--- config.mk ---
export PLATFORM = sky130hd
export DESIGN_NAME = radix_conversion_digit_emitter_unit
export DESIGN_NICKNAME = d
export VERILOG_FILES = /design/src/rcde_pkg.sv /design/src/radix_conversion_digit_emitter_unit.sv /design/src/rcde_ram.sv /design/src/rcde_divider.sv
export VERILOG_INCLUDE_DIRS = /design/src /design/src/src
export SDC_FILE = /design/constraint.sdc
export NUM_CORES = 1
export LEC_CHECK = 0
export BUFFER_PORTS_ARGS = -buffer_cell sky130_fd_sc_hd__buf_2
export CORE_ASPECT_RATIO = 1.75
export CORE_MARGIN = 5
export CORE_UTILIZATION = 61
export DETAILED_ROUTE_END_ITERATION = 8
export PLACE_DENSITY_LB_ADDON = 0.12
export REMOVE_ABC_BUFFERS = 1
export SLEW_MARGIN = 20
export SYNTH_ARGS = -nofsm -noshare
export SYNTH_HDL_FRONTEND = slang
export SYNTH_HIERARCHICAL = 1
export SYNTH_SLANG_ARGS = --single-unit
--- constraint.sdc ---
create_clock -name i_clk -period 4.2 [get_ports i_clk]
set_clock_uncertainty 0.15 [all_clocks]
set_input_delay 1.26 -clock i_clk [delete_from_list [all_inputs] [get_ports i_clk]]
set_output_delay 1.26 -clock i_clk [all_outputs]
set_load 0.01 [all_outputs]
--- src/radix_conversion_digit_emitter_unit_defines.svh ---
// Assertion helpers, clocked on i_clk, disabled while i_rst_n is low.
`ifndef RADIX_CONVERSION_DIGIT_EMITTER_UNIT_DEFINES_SVH
`define RADIX_CONVERSION_DIGIT_EMITTER_UNIT_DEFINES_SVH

// Same-cycle implication.
`define RCDE_ASSERT_IMP(label, ante, cons) \
    label: assert property (@(posedge i_clk) disable iff (!i_rst_n) (ante) |-> (cons)) \
        else $error("rcde assertion failed");

// Next-cycle implication.
`define RCDE_ASSERT_NXT(label, ante, cons) \
    label: assert property (@(posedge i_clk) disable iff (!i_rst_n) (ante) |=> (cons)) \
        else $error("rcde assertion failed");

`endif

--- src/rcde_pkg.sv ---
package rcde_pkg;

    localparam int VALUE_WIDTH = 32;
    localparam int STACK_DEPTH = 32;
    localparam int RADIX_W     = 5;
    localparam int DIGIT_W     = 4;
    localparam int CHAR_W      = 7;

    localparam logic [RADIX_W-1:0] RADIX_MIN = RADIX_W'(2);
    localparam logic [RADIX_W-1:0] RADIX_MAX = RADIX_W'(16);

    localparam logic [CHAR_W-1:0] CHAR_ZERO   = CHAR_W'(48);
    localparam logic [CHAR_W-1:0] CHAR_LETTER = CHAR_W'(55);

    typedef enum logic [1:0] {
        S_IDLE,
        S_DIV,
        S_POP,
        S_EMIT
    } t_state;

    typedef struct packed {
        logic load;
        logic start;
    } t_div_ctrl;

    typedef struct packed {
        logic               done;
        logic               quot_nz;
        logic [DIGIT_W-1:0] rem;
    } t_div_stat;

    function automatic logic [RADIX_W-1:0] clamp_radix(input logic [RADIX_W-1:0] r);
        logic [RADIX_W-1:0] res;
        res = r;
        if (r < RADIX_MIN) res = RADIX_MIN;
        if (r > RADIX_MAX) res = RADIX_MAX;
        return res;
    endfunction

    function automatic logic [CHAR_W-1:0] glyph(input logic [DIGIT_W-1:0] d);
        logic [CHAR_W-1:0] c;
        if (d < DIGIT_W'(10)) c = CHAR_ZERO + CHAR_W'(d);
        else                  c = CHAR_LETTER + CHAR_W'(d);
        return c;
    endfunction

endpackage

--- src/radix_conversion_digit_emitter_unit.sv ---
// Radix conversion digit emitter.
// Input channel: i_in_valid / o_in_stall carry i_value and i_base (2..16;
// lower bases count as 2, higher as 16). A transfer happens on a clock edge
// with valid high and stall low. Output channel: o_out_valid / i_out_stall
// carry o_digit_char (ASCII '0'-'9', 'A'-'F') and o_last, one transfer per
// digit, most significant digit first, o_last set on the least significant.
// A zero value gives a single '0'.
// Each digit is found by a bit-serial divider; the digits then leave the
// stack RAM one at a time, each by one RAM read and one load of the
// output register. One item is in work at a time; o_in_stall is low
// only while the block is idle, including while the last digit still
// waits in the output register.
// A stalled receiver holds the output register and pauses the digit pops.
// Reset (synchronous, active low) returns the block to idle and drops any
// pending output; the stack RAM needs no clearing.
`include "radix_conversion_digit_emitter_unit_defines.svh"

module radix_conversion_digit_emitter_unit #(
    parameter int VALUE_WIDTH = rcde_pkg::VALUE_WIDTH,
    parameter int STACK_DEPTH = rcde_pkg::STACK_DEPTH
) (
    input  logic                         i_clk,
    input  logic                         i_rst_n,
    input  logic                         i_in_valid,
    output logic                         o_in_stall,
    input  logic [VALUE_WIDTH-1:0]       i_value,
    input  logic [rcde_pkg::RADIX_W-1:0] i_base,
    output logic                         o_out_valid,
    input  logic                         i_out_stall,
    output logic [rcde_pkg::CHAR_W-1:0]  o_digit_char,
    output logic                         o_last
);

    localparam int AW   = (STACK_DEPTH > 1) ? $clog2(STACK_DEPTH) : 1;
    localparam int CNTW = $clog2(STACK_DEPTH + 1);

    rcde_pkg::t_state              r_state, n_state;
    logic [CNTW-1:0]               r_count, n_count;
    logic                          r_out_valid, n_out_valid;
    logic [rcde_pkg::CHAR_W-1:0]   r_digit_char, n_digit_char;
    logic                          r_last, n_last;

    rcde_pkg::t_div_ctrl           w_ctrl;
    rcde_pkg::t_div_stat           w_stat;
    logic                          w_we;
    logic                          w_re;
    logic [CNTW-1:0]               w_pop_idx;
    logic [rcde_pkg::DIGIT_W-1:0]  w_rdata;
    logic                          w_out_free;

    assign w_pop_idx  = r_count - CNTW'(1);
    assign w_out_free = !r_out_valid || !i_out_stall;

    rcde_divider #(
        .VALUE_WIDTH(VALUE_WIDTH)
    ) u_div (
        .i_clk      (i_clk),
        .i_rst_n    (i_rst_n),
        .i_ctrl     (w_ctrl),
        .i_dividend (i_value),
        .i_radix    (rcde_pkg::clamp_radix(i_base)),
        .o_stat     (w_stat)
    );

    rcde_ram #(
        .WIDTH(rcde_pkg::DIGIT_W),
        .DEPTH(STACK_DEPTH)
    ) u_stack (
        .i_clk   (i_clk),
        .i_we    (w_we),
        .i_waddr (r_count[AW-1:0]),
        .i_wdata (w_stat.rem),
        .i_re    (w_re),
        .i_raddr (w_pop_idx[AW-1:0]),
        .o_rdata (w_rdata)
    );

    always_comb begin
        n_state      = r_state;
        n_count      = r_count;
        n_out_valid  = r_out_valid;
        n_digit_char = r_digit_char;
        n_last       = r_last;
        w_ctrl       = '0;
        w_we         = 1'b0;
        w_re         = 1'b0;
        if (r_out_valid && !i_out_stall) begin
            n_out_valid = 1'b0;
        end
        case (r_state)
            rcde_pkg::S_IDLE: begin
                if (i_in_valid) begin
                    w_ctrl.load = 1'b1;
                    n_count     = '0;
                    n_state     = rcde_pkg::S_DIV;
                end
            end
            rcde_pkg::S_DIV: begin
                if (w_stat.done) begin
                    if (r_count < CNTW'(STACK_DEPTH)) begin
                        w_we    = 1'b1;
                        n_count = r_count + CNTW'(1);
                    end
                    if (w_stat.quot_nz) begin
                        w_ctrl.start = 1'b1;
                    end else begin
                        n_state = rcde_pkg::S_POP;
                    end
                end
            end
            rcde_pkg::S_POP: begin
                w_re    = 1'b1;
                n_count = w_pop_idx;
                n_state = rcde_pkg::S_EMIT;
            end
            rcde_pkg::S_EMIT: begin
                if (w_out_free) begin
                    n_out_valid  = 1'b1;
                    n_digit_char = rcde_pkg::glyph(w_rdata);
                    n_last       = (r_count == '0);
                    n_state      = (r_count == '0) ? rcde_pkg::S_IDLE : rcde_pkg::S_POP;
                end
            end
            default: begin
                n_state = rcde_pkg::S_IDLE;
            end
        endcase
    end

    always_ff @(posedge i_clk) begin
        if (!i_rst_n) begin
            r_state     <= rcde_pkg::S_IDLE;
            r_count     <= '0;
            r_out_valid <= 1'b0;
        end else begin
            r_state     <= n_state;
            r_count     <= n_count;
            r_out_valid <= n_out_valid;
        end
        r_digit_char <= n_digit_char;
        r_last       <= n_last;
    end

    assign o_in_stall   = (r_state != rcde_pkg::S_IDLE);
    assign o_out_valid  = r_out_valid;
    assign o_digit_char = r_digit_char;
    assign o_last       = r_last;

    `RCDE_ASSERT_NXT(a_accept_starts_div, i_in_valid && !o_in_stall,
        r_state == rcde_pkg::S_DIV && r_count == '0)
    `RCDE_ASSERT_IMP(a_pop_nonempty, r_state == rcde_pkg::S_POP, r_count != '0)
    `RCDE_ASSERT_IMP(a_count_bound, 1'b1, r_count <= CNTW'(STACK_DEPTH))
    `RCDE_ASSERT_IMP(a_done_in_div, w_stat.done, r_state == rcde_pkg::S_DIV)

endmodule

--- src/rcde_ram.sv ---
module rcde_ram #(
    parameter  int WIDTH = 4,
    parameter  int DEPTH = 32,
    localparam int AW    = (DEPTH > 1) ? $clog2(DEPTH) : 1
) (
    input  logic             i_clk,
    input  logic             i_we,
    input  logic [AW-1:0]    i_waddr,
    input  logic [WIDTH-1:0] i_wdata,
    input  logic             i_re,
    input  logic [AW-1:0]    i_raddr,
    output logic [WIDTH-1:0] o_rdata
);

    logic [WIDTH-1:0] r_mem [DEPTH];
    logic [WIDTH-1:0] r_rdata;

    always_ff @(posedge i_clk) begin
        if (i_we) begin
            r_mem[i_waddr] <= i_wdata;
        end
        if (i_re) begin
            r_rdata <= r_mem[i_raddr];
        end
    end

    assign o_rdata = r_rdata;

endmodule

--- src/rcde_divider.sv ---
module rcde_divider #(
    parameter int VALUE_WIDTH = rcde_pkg::VALUE_WIDTH
) (
    input  logic                        i_clk,
    input  logic                        i_rst_n,
    input  rcde_pkg::t_div_ctrl         i_ctrl,
    input  logic [VALUE_WIDTH-1:0]      i_dividend,
    input  logic [rcde_pkg::RADIX_W-1:0] i_radix,
    output rcde_pkg::t_div_stat         o_stat
);

    localparam int CW = (VALUE_WIDTH > 1) ? $clog2(VALUE_WIDTH) : 1;

    logic [VALUE_WIDTH-1:0]          r_quot, n_quot;
    logic [rcde_pkg::DIGIT_W-1:0]    r_rem, n_rem;
    logic [rcde_pkg::RADIX_W-1:0]    r_radix, n_radix;
    logic [CW-1:0]                   r_cnt, n_cnt;
    logic                            r_busy, n_busy;
    logic                            r_done, n_done;
    logic                            r_nz, n_nz;
    logic [rcde_pkg::RADIX_W-1:0]    w_trial;
    logic                            w_ge;

    // restoring division, one quotient bit per cycle
    assign w_trial = {r_rem, r_quot[VALUE_WIDTH-1]};
    assign w_ge    = (w_trial >= r_radix);

    always_comb begin
        n_quot  = r_quot;
        n_rem   = r_rem;
        n_radix = r_radix;
        n_cnt   = r_cnt;
        n_busy  = r_busy;
        n_done  = 1'b0;
        n_nz    = r_nz;
        if (i_ctrl.load) begin
            n_quot  = i_dividend;
            n_radix = i_radix;
            n_rem   = '0;
            n_cnt   = '0;
            n_busy  = 1'b1;
            n_nz    = 1'b0;
        end else if (i_ctrl.start) begin
            n_rem   = '0;
            n_cnt   = '0;
            n_busy  = 1'b1;
            n_nz    = 1'b0;
        end else if (r_busy) begin
            n_rem  = w_ge ? rcde_pkg::DIGIT_W'(w_trial - r_radix)
                          : rcde_pkg::DIGIT_W'(w_trial);
            n_quot = {r_quot[VALUE_WIDTH-2:0], w_ge};
            n_nz   = r_nz | w_ge;
            n_cnt  = r_cnt + CW'(1);
            if (r_cnt == CW'(VALUE_WIDTH - 1)) begin
                n_busy = 1'b0;
                n_done = 1'b1;
            end
        end
    end

    always_ff @(posedge i_clk) begin
        if (!i_rst_n) begin
            r_busy <= 1'b0;
            r_done <= 1'b0;
            r_cnt  <= '0;
        end else begin
            r_busy <= n_busy;
            r_done <= n_done;
            r_cnt  <= n_cnt;
        end
        r_quot  <= n_quot;
        r_rem   <= n_rem;
        r_radix <= n_radix;
        r_nz    <= n_nz;
    end

    assign o_stat.done    = r_done;
    assign o_stat.quot_nz = r_nz;
    assign o_stat.rem     = r_rem;

endmodule

Yosys cells after proc, flatten, opt, wreduce, memory -nomap -nowiden
Memory sizes are Yosys's and may differ from the RTL's. A register that Yosys moved wholly into a read port is not among the register bits.
Index checks and enable logic that the tools add are counted.
W data, S select, Z words.

cells by class
  add/subtract/negate cells = 6
  multiply operators = 0
  divide/modulo/power cells = 0
  $lt $le $gt $ge = 5
  equality and inequality tests = 10
  shift-type cells = 0
  mux-type cells = 35
  bitwise operators = 3
  reduce and logical (&&, ||, !) cells = 17

operators with widths
  cell                   number
  $mux W32               3
  $mux W1                19
  $mux W6                3
  $pmux W6 S3            1
  $add A6 B4 Y7 const A  2
  $mux W2                5
  $ne A2 B2 Y1 const B   4
  $pmux W2 S4            1
  $reduce_and A4 Y1      2
  $mux W7                1
  $add A6 B1 Y6 const B  1
  $logic_not A6 Y1       1
  $lt A6 B6 Y1 const B   1
  $sub A6 B1 Y6 const B  1
  $add A5 B1 Y5 const B  1
  $eq A5 B5 Y1 const B   1
  $ge A5 B5 Y1           1
  $gt A5 B5 Y1 const B   1
  $lt A5 B2 Y1 const B   1
  $mux W5                1
  $eq A2 B2 Y1 const B   2
  $lt A4 B4 Y1 const B   1
  $mux W4                1
  $ne A2 B1 Y1 const B   2
  14 further kinds       19

word-level totals
  flip-flop bits (word level) = 66
  latch bits = 0
  bits in writable memories = 128
  ROM bits = 0
  bits of input ports = 41
  output and inout port bits = 10
  logic and storage cells = 90
  memories = 1

memory list
  memory         depth  bits a word  read ports  clocked after memory_dff  write ports  RTL line        text
  u_stack.r_mem  32     4            1           1                         1            rcde_ram.sv:15  logic [WIDTH-1:0] r_mem [DEPTH];

Depth between registers and ports, before layout
Gate-level depths: netlist of run 1.

  depth in word-level cells = 6
  depth in mapped cells = 8
  mapped depth without buffers = 7

By module
Netlist of run 1, hierarchy kept.

by module, submodules not included
  module                               times used  cells an instance  area an instance (µm²)  seq. area each (µm²)
  rcde_ram                             1           231                5178.7                  3963.8
  rcde_divider                         1           149                2180.8                  1351.3
  radix_conversion_digit_emitter_unit  1           129                1169.9                  420.4

Least setup slack after synthesis of run 1
OpenSTA, ideal clock, no wires.

  kind = input to register
  from = in i_in_valid
  to = reg u_div.r_quot[0], enable pin
  library setup time = 0.388 ns
  arrival time = 2.709 ns
  data required time = 3.662 ns
  slack = 0.953 ns
  stages = 4
  path buffers = 2
  path through = and2_1 clkbuf_1 buf_2 a21o_1

between the ends
  cells in the longest elaborated chain, start to end = 4
  elaborated cells on any way between the ends = 5
  classes of those cells = eq/ne: 1; mux: 2; reduce/logical: 2

RTL lines
  item                                                                 RTL line                                   text
  from (decl)                                                          radix_conversion_digit_emitter_unit.sv:24  input logic i_in_valid,
  $mux W1 *                                                            radix_conversion_digit_emitter_unit.sv:92  if (i_in_valid) begin
  $mux W1 *                                                            radix_conversion_digit_emitter_unit.sv:90  case (r_state)
  $ne A2 B1 Y1 (no line) / $reduce_bool A2 Y1 (equally long branches)  --
  $reduce_and A2 Y1 (no line) *                                        --
  to (signal assigned)                                                 rcde_divider.sv:71                         r_quot <= n_quot;
  to (decl)                                                            rcde_divider.sv:14                         logic [VALUE_WIDTH-1:0] r_quot, n_quot;

Mark *: on every way between the ends. The rest lies on a longest branch, timed or not.
A chain may end at the register's enable or synchronous reset.

Final worst setup path of run 1
  from = reg r_count[0]
  to = reg u_stack.r_rdata[2] (netlist: u_stack/o_rdata[2]), read port of u_stack.r_mem, data pin

between the ends
  cells in the longest elaborated chain, start to end = 1

RTL lines
  item                    RTL line                                    text
  from (decl)             radix_conversion_digit_emitter_unit.sv:38   logic [CNTW-1:0] r_count, n_count;
  from (signal assigned)  radix_conversion_digit_emitter_unit.sv:137  r_count <= n_count;
  $sub A6 B1 Y6           radix_conversion_digit_emitter_unit.sv:51   assign w_pop_idx = r_count - CNTW'(1);
  named net w_pop_idx[0]  radix_conversion_digit_emitter_unit.sv:47   logic [CNTW-1:0] w_pop_idx;
  to (decl)               rcde_ram.sv:16                              logic [WIDTH-1:0] r_rdata;

The timed path passes the listed nets, and every way through them passes these cells.

==> implementation parameters, run 1 <==
Parameter                              Value

Final layout
  Relative area change from synthesis to final layout ... 10.87%
  Total of fill cells in the finished design ... 961
  Area of the multi-input gates ... 0.002562 mm²
  Inserted Diodes ... 0
  Sequential Area ... 0.005736 mm²
  Final net count ... 620
  Post-route insts no fill ... 752
  Share of final-layout standard cells stronger than drive strength 1 ... 31.30%

Yosys
  Netlist area before placement ... 0.008529 mm²
  Number of unique standard cell types used by synthesis ... 58
  Number of synthesized flops with an enable pin ... 177
  Post-synth top area cell ... edfxtp_1
  Most common library cells after synthesis ... edfxtp_1 (177), nor2_1 (50), mux4_2 (40)
  Fraction of post-synthesis cell area in the top cell type by area ... 62.31%
  Sequential area share after synthesis ... 67.24%
  Top area cells in the synthesized netlist ... edfxtp_1 (62%), mux4_2 (11%), dfxtp_1 (4.9%)
  Post-synth ARST share ... 0%
  Synthesized netlist cell count ... 509
  Main flop type after synthesis ... edfxtp_1
  Synthesized flop and latch total ... 198
  YS warnings ... 6
  Mean instance size in the synthesized netlist ... 16.76 µm²
  Most used standard cell by instance count after synthesis ... edfxtp_1

Routing
  Count of routing violations after the opening detailed-route iteration ... 251
  DRC viols ... 0
  Wire per inst ... 22.09 µm
  1st-pass router iterations ... 5
  Average via count per standard cell ... 6.222
  Total number of vias ... 4,679
  Total length of routed wires ... 16.61 mm
  Post-route antenna net violation count ... 0

Power
  Part of the total power dissipated in combinational logic ... 25.7%
  Fraction of power spent switching nets ... 28.60%
  Internal ... 4.066 mW
  Flop pwr share ... 48.2%
  Max VDD drop ... 410.5 µV
  Leak pwr ... 3.253 nW
  Switching power total ... 1.629 mW
  Power share of the clock group ... 26.1%
  Power per standard cell area ... 602.1 mW/mm²

Clock network
  Later-pin clock latency in the skew report ... 0.42 ns
  # H-tree levels ... 4
  Post-CTS setup buffer count ... 0
  Clock tree from TritonCTS ... built
  Maximum buffer depth of the clock tree ... 2
  Inserted Clock Buffers ... 17
  Library cell used as clock root buffer ... clkbuf_16
  Sinks on Clock Net ... 198
  CTS-repair resized insts ... 0
  Number of buffers inserted by hold repair at cts ... 0
  Post-CTS clock slew at the launch and capture registers of the worst setup and hold paths ... 0.07 ns

Floorplanning
  Y dimension of the die ... 166.4 µm
  Area of the core region ... 0.01384 mm²
  Initial core utilization ... 61.65%
  Number of standard-cell rows in the floorplan ... 57
  Die Outline Area ... 0.01654 mm²
  Die X-Extent ... 99.39 µm
  I/O pin total ... 51

Setup path
  Startpoint of the worst-slack reg-to-reg timing path ... r_count[0]
  Number of cell instances on the worst register-to-register path ... 6
  Element type at the critical path end ... flop
  Critical path peak fanout ... 35
  Kind of launch point of the worst setup path ... flop
  CP arrival ... 3.16 ns
  Critical Setup Path Class ... reg2reg
  R2r endpoint ... u_stack/o_rdata[2]
  Critical path required time ... 4.21 ns
  Launch point of the worst path ... r_count[0]
  Slack of the worst reg-to-reg path ... 1.06 ns

GRT
  Wire length of the first global-routing pass ... 26.34 mm
  Vias in the first global route ... 4,869
  GRT Resource Usage Total ... 21.24%
  GRT Residual Overflow ... 0
  Number of antenna violations at the first check in global routing ... 0
  Maximum number of pins on one net before global-route repair ... 36

Min path
  Worst min path class ... reg2reg
  Hold_sp ... u_div/r_cnt[4]
  Instance count along the most critical hold path ... 2
  End of the worst hold path ... u_div/r_cnt[4]

Timing
  Slew at the pin with the worst max-slew slack ... 1.008 ns
  Period Utilization, post-route ... 74.85%
  Minimum clock period ... 3.144 ns
  Sum of negative setup slack ... 0 ns
  Final setup violation count ... 0
  Worst slew margin ... 32.58%
  RSZ-0062 raised after global routing ... no
  Final hold violation count ... 0
  Maximum achievable frequency ... 0.3181 GHz
  Final slew viol count ... 0

Run status
  Result of the run ... completed

Place
  Port bufs ... 50
  Placer's final routability congestion estimate ... 0.8642
  HPWL reported at the end of detailed placement ... 11.87 mm
  Dpl cells ... 721

Job
  Total of max-cap violations ... 0
-- layout make-up --
type,count,area share (%)
multi-input combinational,266,27.10
clock inverter,14,1.257
clock buffer,17,4.499
timing repair buffer,58,3.281
sequential,198,60.65
tap,177,2.342
inverter,22,0.8732
-- layout by cell type (no fill, tap or decap), drive strengths merged, types with 3 or more instances in the layout --
cell type,netlist,layout
edfxtp,177,177
and3,3,3
o21ai,8,8
clkbuf,7,17
nor2,50,50
mux2i,4,4
mux2,37,37
inv,22,28
buf,16,58
o22ai,3,3
nand3b,6,6
mux4,40,40
dfxtp,21,21
a21oi,14,14
ha,15,15
nand3,7,7
or3b,3,3
nand2,18,18
nor3,4,4
a211oi,5,5
clkinv,0,6
xor2,5,5
xnor2,5,5
nand2b,5,5
-- power groups by stage --
stage / clock network (mW) / registers, mW / logic (mW)
finish: 1.48 / 2.75 / 1.46
global route: 1.60 / 2.78 / 1.61
CTS: 1.51 / 2.75 / 1.49
detailed placement: 0 / 2.80 / 1.48
global placement: 0 / 2.79 / 1.43
floorplan: 0 / 2.84 / 1.00
-- cell families (layout without fill, tap and decap cells) --
logic type | after synthesis | count (layout) | synth area share, %
and+or+nand+nor | 111 | 111 | 6.630
xor gates and xnor gates | 10 | 10 | 1.027
muxes | 81 | 81 | 15.96
buffers and inverters | 45 | 111 | 2.816
adders and majority gates | 16 | 16 | 2.435
DFF | 198 | 198 | 67.24
AOI/OAI and AO/OA | 48 | 48 | 3.887
-- routing by layer --
layer	track usage [%]	wire, µm	vias to the layer above
met5	0	0	-
met4	11.24	795	0
met3	3.349	636	49
met2	39.75	9621	172
met1	22.19	5559	2376
li1	-	-	2082
-- how the worst max path moves through the flow --
stage,slack [ns],depth (start not counted),end
final,1.06,6,u_stack/o_rdata[2]
after global routing,0.84,6,u_stack/o_rdata[0]
after CTS,1.02,6,u_stack/o_rdata[2]
after detailed placement,1.06,6,u_stack/o_rdata[2]
after global placement,1.12,6,u_stack/o_rdata[2]
after floorplan,-0.78,6,u_stack/o_rdata[0]
-- state kept, by name, indices dropped and copies added (netlist names) --
register	flops
u_div/r_rem	4
u_div/r_quot	32
o_last	1
r_count	6
u_div/r_cnt	5
r_state	2
u_div/r_radix	5
u_stack/o_rdata	4
o_digit_char	7
u_div/r_busy	1
u_div/r_done	1
u_stack/r_mem	128
o_out_valid	1
u_div/r_nz	1
-- worst max-delay path, stage by stage, from the launching register on --
cell	delay, ns
dfxtp_1	0.41
inv_2	0.10
buf_4	0.53
ha_1	0.39
inv_1	0.41
mux4_2	0.61
mux2_2	0.27
-- metrics by stage --
stage | hold WS, ns | power [mW] | worst slack (ns) | utilization, % | cell area (µm²)
6_report | 0.3633 | 5.694 | 1.056 | 68.35 | 9457
5_1_grt | 0.4080 | 5.980 | 0.8413 | 68.35 | 9457
4_1_cts | 0.3670 | 5.751 | 1.018 | 68.35 | 9457
3_5_place_dp | 0.3502 | 4.276 | 1.057 | 64.41 | 8912
3_3_place_gp | 0.3316 | 4.221 | 1.122 | 64.41 | 8912
2_1_floorplan | 0.3175 | 3.842 | -0.7845 | - | 8372
(Power assumes the default switching activity.)
==> inputs of run 2 (changes only) <==
- ABC_AREA: unset -> 1
- CORE_UTILIZATION: 61 -> 55
- clock period: 4.2 -> 2.6 ns (I/O delays scaled with it)
==> implementation parameters, run 2 <==
Parameter                              Value

Setup path
  Slowest Stage Delay on Critical Path ... 0.39 ns
  Number of gates on the worst path with buffers counted ... 4
  Sum of buffers and inverters on the critical path ... 3
  Crit-path slowest cell ... dfxtp_1
  Worst-path cell chain ... inv_1, ha_1, inv_1, buf_2
  Element type at the critical path end ... output port
  Critical path peak fanout ... 4
  Number of cell instances on the worst register-to-register path ... 11
  Crit-path most repeated cell ... inv_1
  Critical path required time ... 1.67 ns
  Largest delay share family, worst path ... buffers and inverters
  CP arrival ... 1.46 ns
  Kind of launch point of the worst setup path ... flop
  Critical Setup Path Class ... reg2out

Yosys
  Top area cells in the synthesized netlist ... edfxtp_1 (59%), nand2_1 (14%), nand3_1 (6.6%)
  Main flop type after synthesis ... edfxtp_1
  Synthesized flop and latch total ... 198
  Netlist area before placement ... 0.009036 mm²
  Most common library cells after synthesis ... nand2_1 (333), edfxtp_1 (177), nand3_1 (119)
  Post-synth ARST share ... 0%
  Fraction of post-synthesis cell area in the top cell type by area ... 58.82%
  Most used standard cell by instance count after synthesis ... nand2_1
  YS warnings ... 6
  Sequential area share after synthesis ... 63.47%
  Mean instance size in the synthesized netlist ... 10.05 µm²
  Synthesized netlist cell count ... 899
  Number of unique standard cell types used by synthesis ... 38
  Number of synthesized flops with an enable pin ... 177
  Post-synth top area cell ... edfxtp_1

Timing
  Maximum achievable frequency ... 0.4184 GHz
  Final slew viol count ... 0
  Sum of negative setup slack ... 0 ns
  RSZ-0062 raised after global routing ... no
  Period Utilization, post-route ... 91.92%
  Final setup violation count ... 0
  Slew at the pin with the worst max-slew slack ... 0.5509 ns
  Worst slew margin ... 63.23%
  Final hold violation count ... 0
  Minimum clock period ... 2.390 ns
  Final worst slack ... 0.2101 ns
  Hold_ws ... 0.3201 ns

Min path
  Worst min path class ... reg2reg
  Instance count along the most critical hold path ... 2

Clock network
  Clock tree from TritonCTS ... built
  Later-pin clock latency in the skew report ... 0.43 ns
  Sinks on Clock Net ... 198
  # H-tree levels ... 4
  Maximum buffer depth of the clock tree ... 2
  Post-CTS setup buffer count ... 0
  Library cell used as clock root buffer ... clkbuf_16
  Number of buffers inserted by hold repair at cts ... 0
  Post-CTS clock slew at the launch and capture registers of the worst setup and hold paths ... 0.08 ns
  Inserted Clock Buffers ... 17
  CTS-repair resized insts ... 0

Place
  Setup slack at placement ... 0.3469 ns
  Dpl cells ... 1,128
  Placer's final routability congestion estimate ... 0.8409
  HPWL reported at the end of detailed placement ... 13.42 mm
  Port bufs ... 50

Final layout
  Highest-count cells in the layout ignoring fill and taps ... nand2_1 (333), edfxtp_1 (177), nand3_1 (119), inv_1 (57), nor2_1 (53)
  Final net count ... 1,012
  Relative area change from synthesis to final layout ... 10.65%
  Most common cell after layout, fill and taps aside ... nand2_1
  Inserted Diodes ... 0
  Share of final-layout standard cells stronger than drive strength 1 ... 13.74%
  Largest register FFs ... 128
  Post-route insts no fill ... 1,160
  Biggest register ... u_stack/r_mem

Floorplanning
  Y dimension of the die ... 179.6 µm
  Die Outline Area ... 0.01919 mm²
  Area of the core region ... 0.01629 mm²
  Die X-Extent ... 106.9 µm
  Initial core utilization ... 55.47%
  I/O pin total ... 51
  Number of standard-cell rows in the floorplan ... 62

GRT
  Maximum number of pins on one net before global-route repair ... 45
  Number of antenna violations at the first check in global routing ... 0
  GRT Resource Usage Total ... 21.13%
  Vias in the first global route ... 6,485
  GRT Residual Overflow ... 0
  Wire length of the first global-routing pass ... 31.71 mm

Routing
  Wire per inst ... 16.66 µm
  DRC viols ... 0
  Total number of vias ... 6,334
  Post-route antenna net violation count ... 0
  Total length of routed wires ... 19.32 mm
  1st-pass router iterations ... 5
  Average via count per standard cell ... 5.460
  Count of routing violations after the opening detailed-route iteration ... 283

Run status
  Result of the run ... completed

Power
  Max VDD drop ... 635.3 µV
  Power per standard cell area ... 1007 mW/mm²
  Leak pwr ... 4.062 nW
  Power Total ... 10.07 mW

Job
  Total of max-cap violations ... 0
==> run 2: cell count changes after synthesis, sizes merged, moves of 6 or more <==
cell and delta:
mux2 -37, nand2 +321, o21ai +8, nand3 +116, nor2 +7, buf +15
nor3 +8, nand3b -6, inv +45, mux4 -40
==> run 2: power breakdown <==
part	switching (mW)	internal (mW)
clock	1.19	1.26
sequential	0.193	4.24
combinational	2.20	0.993
total	3.58	6.49
==> run 2: path summary, 6_finish.rpt <==
path                                startpoint                 end  slack [ns]
worst min register to register  u_div/r_cnt[4]      u_div/r_cnt[4]        0.32
worst min-delay path            u_div/r_cnt[4]      u_div/r_cnt[4]        0.32
worst max register to register      r_count[0]  u_stack/o_rdata[1]        0.29
worst max-delay path                r_state[0]          o_in_stall        0.21
==> run 2: per-stage QoR <==
step           area, µm²  util [%]
2_1_floorplan       8752         -
3_3_place_gp        9452     58.02
3_5_place_dp        9452     58.02
4_1_cts             9998     61.37
5_1_grt             9998     61.37
6_report            9998     61.37
==> run 2: cell families after synthesis <==
logic type                 after synthesis  share of synthesized area, %
AOI/OAI and AO/OA                       39                         2.534
xor gates and xnor gates                 3                        0.2908
adders and majority gates               16                         2.299
buffers and inverters                  106                         6.190
DFF                                    198                         63.47
and+or+nand+nor                        537                         25.21
==> run 2: cell type report <==
class	count	area [µm²]
repair buffers	74	455.4
inverters	69	275.3
clock inverters	13	113.9
clock buffers	19	432.9
multi-input cells	595	2745
fillers	1411	6292
flip-flops and latches	198	5736
well taps	192	240.2
==> run 2: worst reg2reg max path: cells and delay by family (launching register included) <==
| kind | cells | cell delay, ns |
|---|---|---|
| and+or+nand+nor | 7 | 0.69 |
| adders and majority gates | 1 | 0.34 |
| buffers and inverters | 3 | 0.53 |
| DFF | 1 | 0.34 |
==> run 2: metal layers <==
layer	wire, µm	vias up	track usage [%]	part of all wire [%]
li1	-	3107	-	-
met1	7094	3002	23.08	37
met2	10800	180	39.65	56
met3	847	45	2.979	4.4
met4	583	0	9.421	3.0
met5	0	-	0	0
==> inputs of run 3 (changes only) <==
- BUFFER_PORTS_ARGS: -buffer_cell sky130_fd_sc_hd__buf_2 -> unset
- CORE_UTILIZATION: 55 -> 57
- CTS_CLUSTER_DIAMETER: unset -> 60
- DONT_BUFFER_PORTS: unset -> 1
==> implementation parameters, run 3 (synthesis results as in run 2) <==
Parameter                              Value

Run status
  Result of the run ... completed

Power
  Flop pwr share ... 43.8%
  Power per standard cell area ... 1034 mW/mm²
  Internal ... 6.459 mW
  Fraction of power spent switching nets ... 36.00%
  Part of the total power dissipated in combinational logic ... 31.7%
  Switching power total ... 3.633 mW
  Leak pwr ... 3.874 nW
  Max VDD drop ... 595.5 µV
  Power share of the clock group ... 24.5%

GRT
  Wire length of the first global-routing pass ... 32.81 mm
  Vias in the first global route ... 6,559
  GRT Residual Overflow ... 0
  Number of antenna violations at the first check in global routing ... 0
  GRT Resource Usage Total ... 22.88%
  Maximum number of pins on one net before global-route repair ... 56

Timing
  Hold_ws ... 0.2962 ns
  Minimum clock period ... 2.450 ns
  Final slew viol count ... 0
  RSZ-0062 raised after global routing ... no
  Period Utilization, post-route ... 94.22%
  Worst slew margin ... 49.22%
  Final hold violation count ... 0
  Slew at the pin with the worst max-slew slack ... 0.7617 ns
  Final setup violation count ... 0
  Maximum achievable frequency ... 0.4082 GHz

Floorplanning
  Area of the core region ... 0.01572 mm²
  Die X-Extent ... 105.2 µm
  Number of standard-cell rows in the floorplan ... 61
  I/O pin total ... 51
  Y dimension of the die ... 176.6 µm
  Initial core utilization ... 57.47%
  Die Outline Area ... 0.01857 mm²

Clock network
  Post-CTS clock slew at the launch and capture registers of the worst setup and hold paths ... 0.07 ns
  CTS-repair resized insts ... 0
  Maximum buffer depth of the clock tree ... 2
  Later-pin clock latency in the skew report ... 0.43 ns
  # H-tree levels ... 4
  Number of buffers inserted by hold repair at cts ... 0
  Clock tree from TritonCTS ... built
  Sinks on Clock Net ... 198
  Inserted Clock Buffers ... 17
  Library cell used as clock root buffer ... clkbuf_16
  Post-CTS setup buffer count ... 0

Final layout
  Final net count ... 964
  Post-route cell area ... 0.009763 mm²
  Relative area change from synthesis to final layout ... 8.045%
  Total of fill cells in the finished design ... 1,301
  Largest register FFs ... 128
  Post-route insts no fill ... 1,109
  Biggest register ... u_stack/r_mem
  Share of final-layout standard cells stronger than drive strength 1 ... 9.348%
  Most common cell after layout, fill and taps aside ... nand2_1
  Inserted Diodes ... 0
  Highest-count cells in the layout ignoring fill and taps ... nand2_1 (333), edfxtp_1 (177), nand3_1 (119), inv_1 (57), nor2_1 (53)

Setup path
  Slack of the worst reg-to-reg path ... 0.15 ns
  Worst-path cell chain ... inv_2, buf_4, inv_2, buf_4, nand2_1, nand3_1, nand3_1, nand2_1, nand2_1, nand2_1, nand2_1, nand2_1
  R2r endpoint ... u_stack/o_rdata[3]
  Critical path required time ... 2.64 ns
  Element type at the critical path end ... flop
  Kind of launch point of the worst setup path ... flop
  Slowest Stage Delay on Critical Path ... 0.47 ns
  Crit-path most repeated cell ... nand2_1
  Critical Setup Path Class ... reg2reg
  Critical path peak fanout ... 55
  Number of cell instances on the worst register-to-register path ... 12
  Crit-path slowest cell ... buf_4
  Startpoint of the worst-slack reg-to-reg timing path ... r_count[0]
  CP arrival ... 2.49 ns

Min path
  Hold_sp ... i_base[4]
  End of the worst hold path ... u_div/r_radix[4]
  Worst min path class ... in2reg
  Instance count along the most critical hold path ... 0

Job
  Total of max-cap violations ... 0

Place
  Placer's final routability congestion estimate ... 0.9004
  HPWL reported at the end of detailed placement ... 14.15 mm
  Port bufs ... 0
  Post-place instance area ... 0.009200 mm²
  Dpl cells ... 1,077

Routing
  Total length of routed wires ... 20.32 mm
  DRC viols ... 0
  Average via count per standard cell ... 5.691
  Post-route antenna net violation count ... 0
  1st-pass router iterations ... 6
  Count of routing violations after the opening detailed-route iteration ... 433
  Total number of vias ... 6,311
  Wire per inst ... 18.33 µm
-- run 3: changes by cell type in the layout (fill, tap and decap cells not counted), sizes merged --
cell      before  now
buf           74   26
clkinvlp       1    2
clkbuf        19   18
-- run 3: critical path, delay by kind of cell, from the launching register on --
family,cells,cell delay [ns]
flops,1,0.38
buf+inv,4,0.94
simple gates,8,0.72
-- run 3: power groups by stage --
stage	Combinational (mW)	Clock, mW	Sequential, mW
global route	3.60	2.67	4.47
global placement	3.10	0	4.48
detailed placement	3.18	0	4.50
floorplan	2.05	0	4.57
CTS	3.20	2.54	4.43
finish	3.20	2.48	4.42
-- run 3: final cells by class --
cell class	instances	area, µm²	share of cell area [%]
clock buffers	18	429.2	4.396
clock inverters	14	133.9	1.371
inverters	69	275.3	2.819
multi-input cells	595	2745	28.12
flip-flops and latches	198	5736	58.75
well taps	189	236.5	2.422
repair buffers	26	207.7	2.127
-- run 3: metrics by stage --
stage                     setup WS [ns]  util, %  power, mW  setup TNS (ns)
after global routing           0.005299    62.10      10.73               0
final                            0.1504    62.10      10.09               0
after floorplan                  -1.251        -      6.614          -44.70
after global placement           0.2544    58.51      7.583               0
after detailed placement         0.2003    58.51      7.679               0
after CTS                        0.1914    62.10      10.16               0
-- run 3: layer usage --
metal  vias up  track usage (%)  wire length [µm]
met5         -                0                 0
met4         0            11.57               894
met3        63            3.110               837
met2       213            44.43             11590
met1      3015            23.27              7001
li1       3020                -                 -
-- run 3: worst max-delay path by stage --
| stage | depth (start not counted) | endpoint | startpoint | slack, ns |
|---|---|---|---|---|
| 2_1_floorplan | 4 | u_div/r_quot[0] | i_in_valid | -1.25 |
| 3_3_place_gp | 12 | u_stack/o_rdata[3] | r_count[0] | 0.25 |
| 3_5_place_dp | 12 | u_stack/o_rdata[3] | r_count[0] | 0.20 |
| 4_1_cts | 12 | u_stack/o_rdata[3] | r_count[0] | 0.19 |
| 5_1_grt | 12 | u_stack/o_rdata[3] | r_count[0] | 0.005 |
| 6_report | 12 | u_stack/o_rdata[3] | r_count[0] | 0.15 |
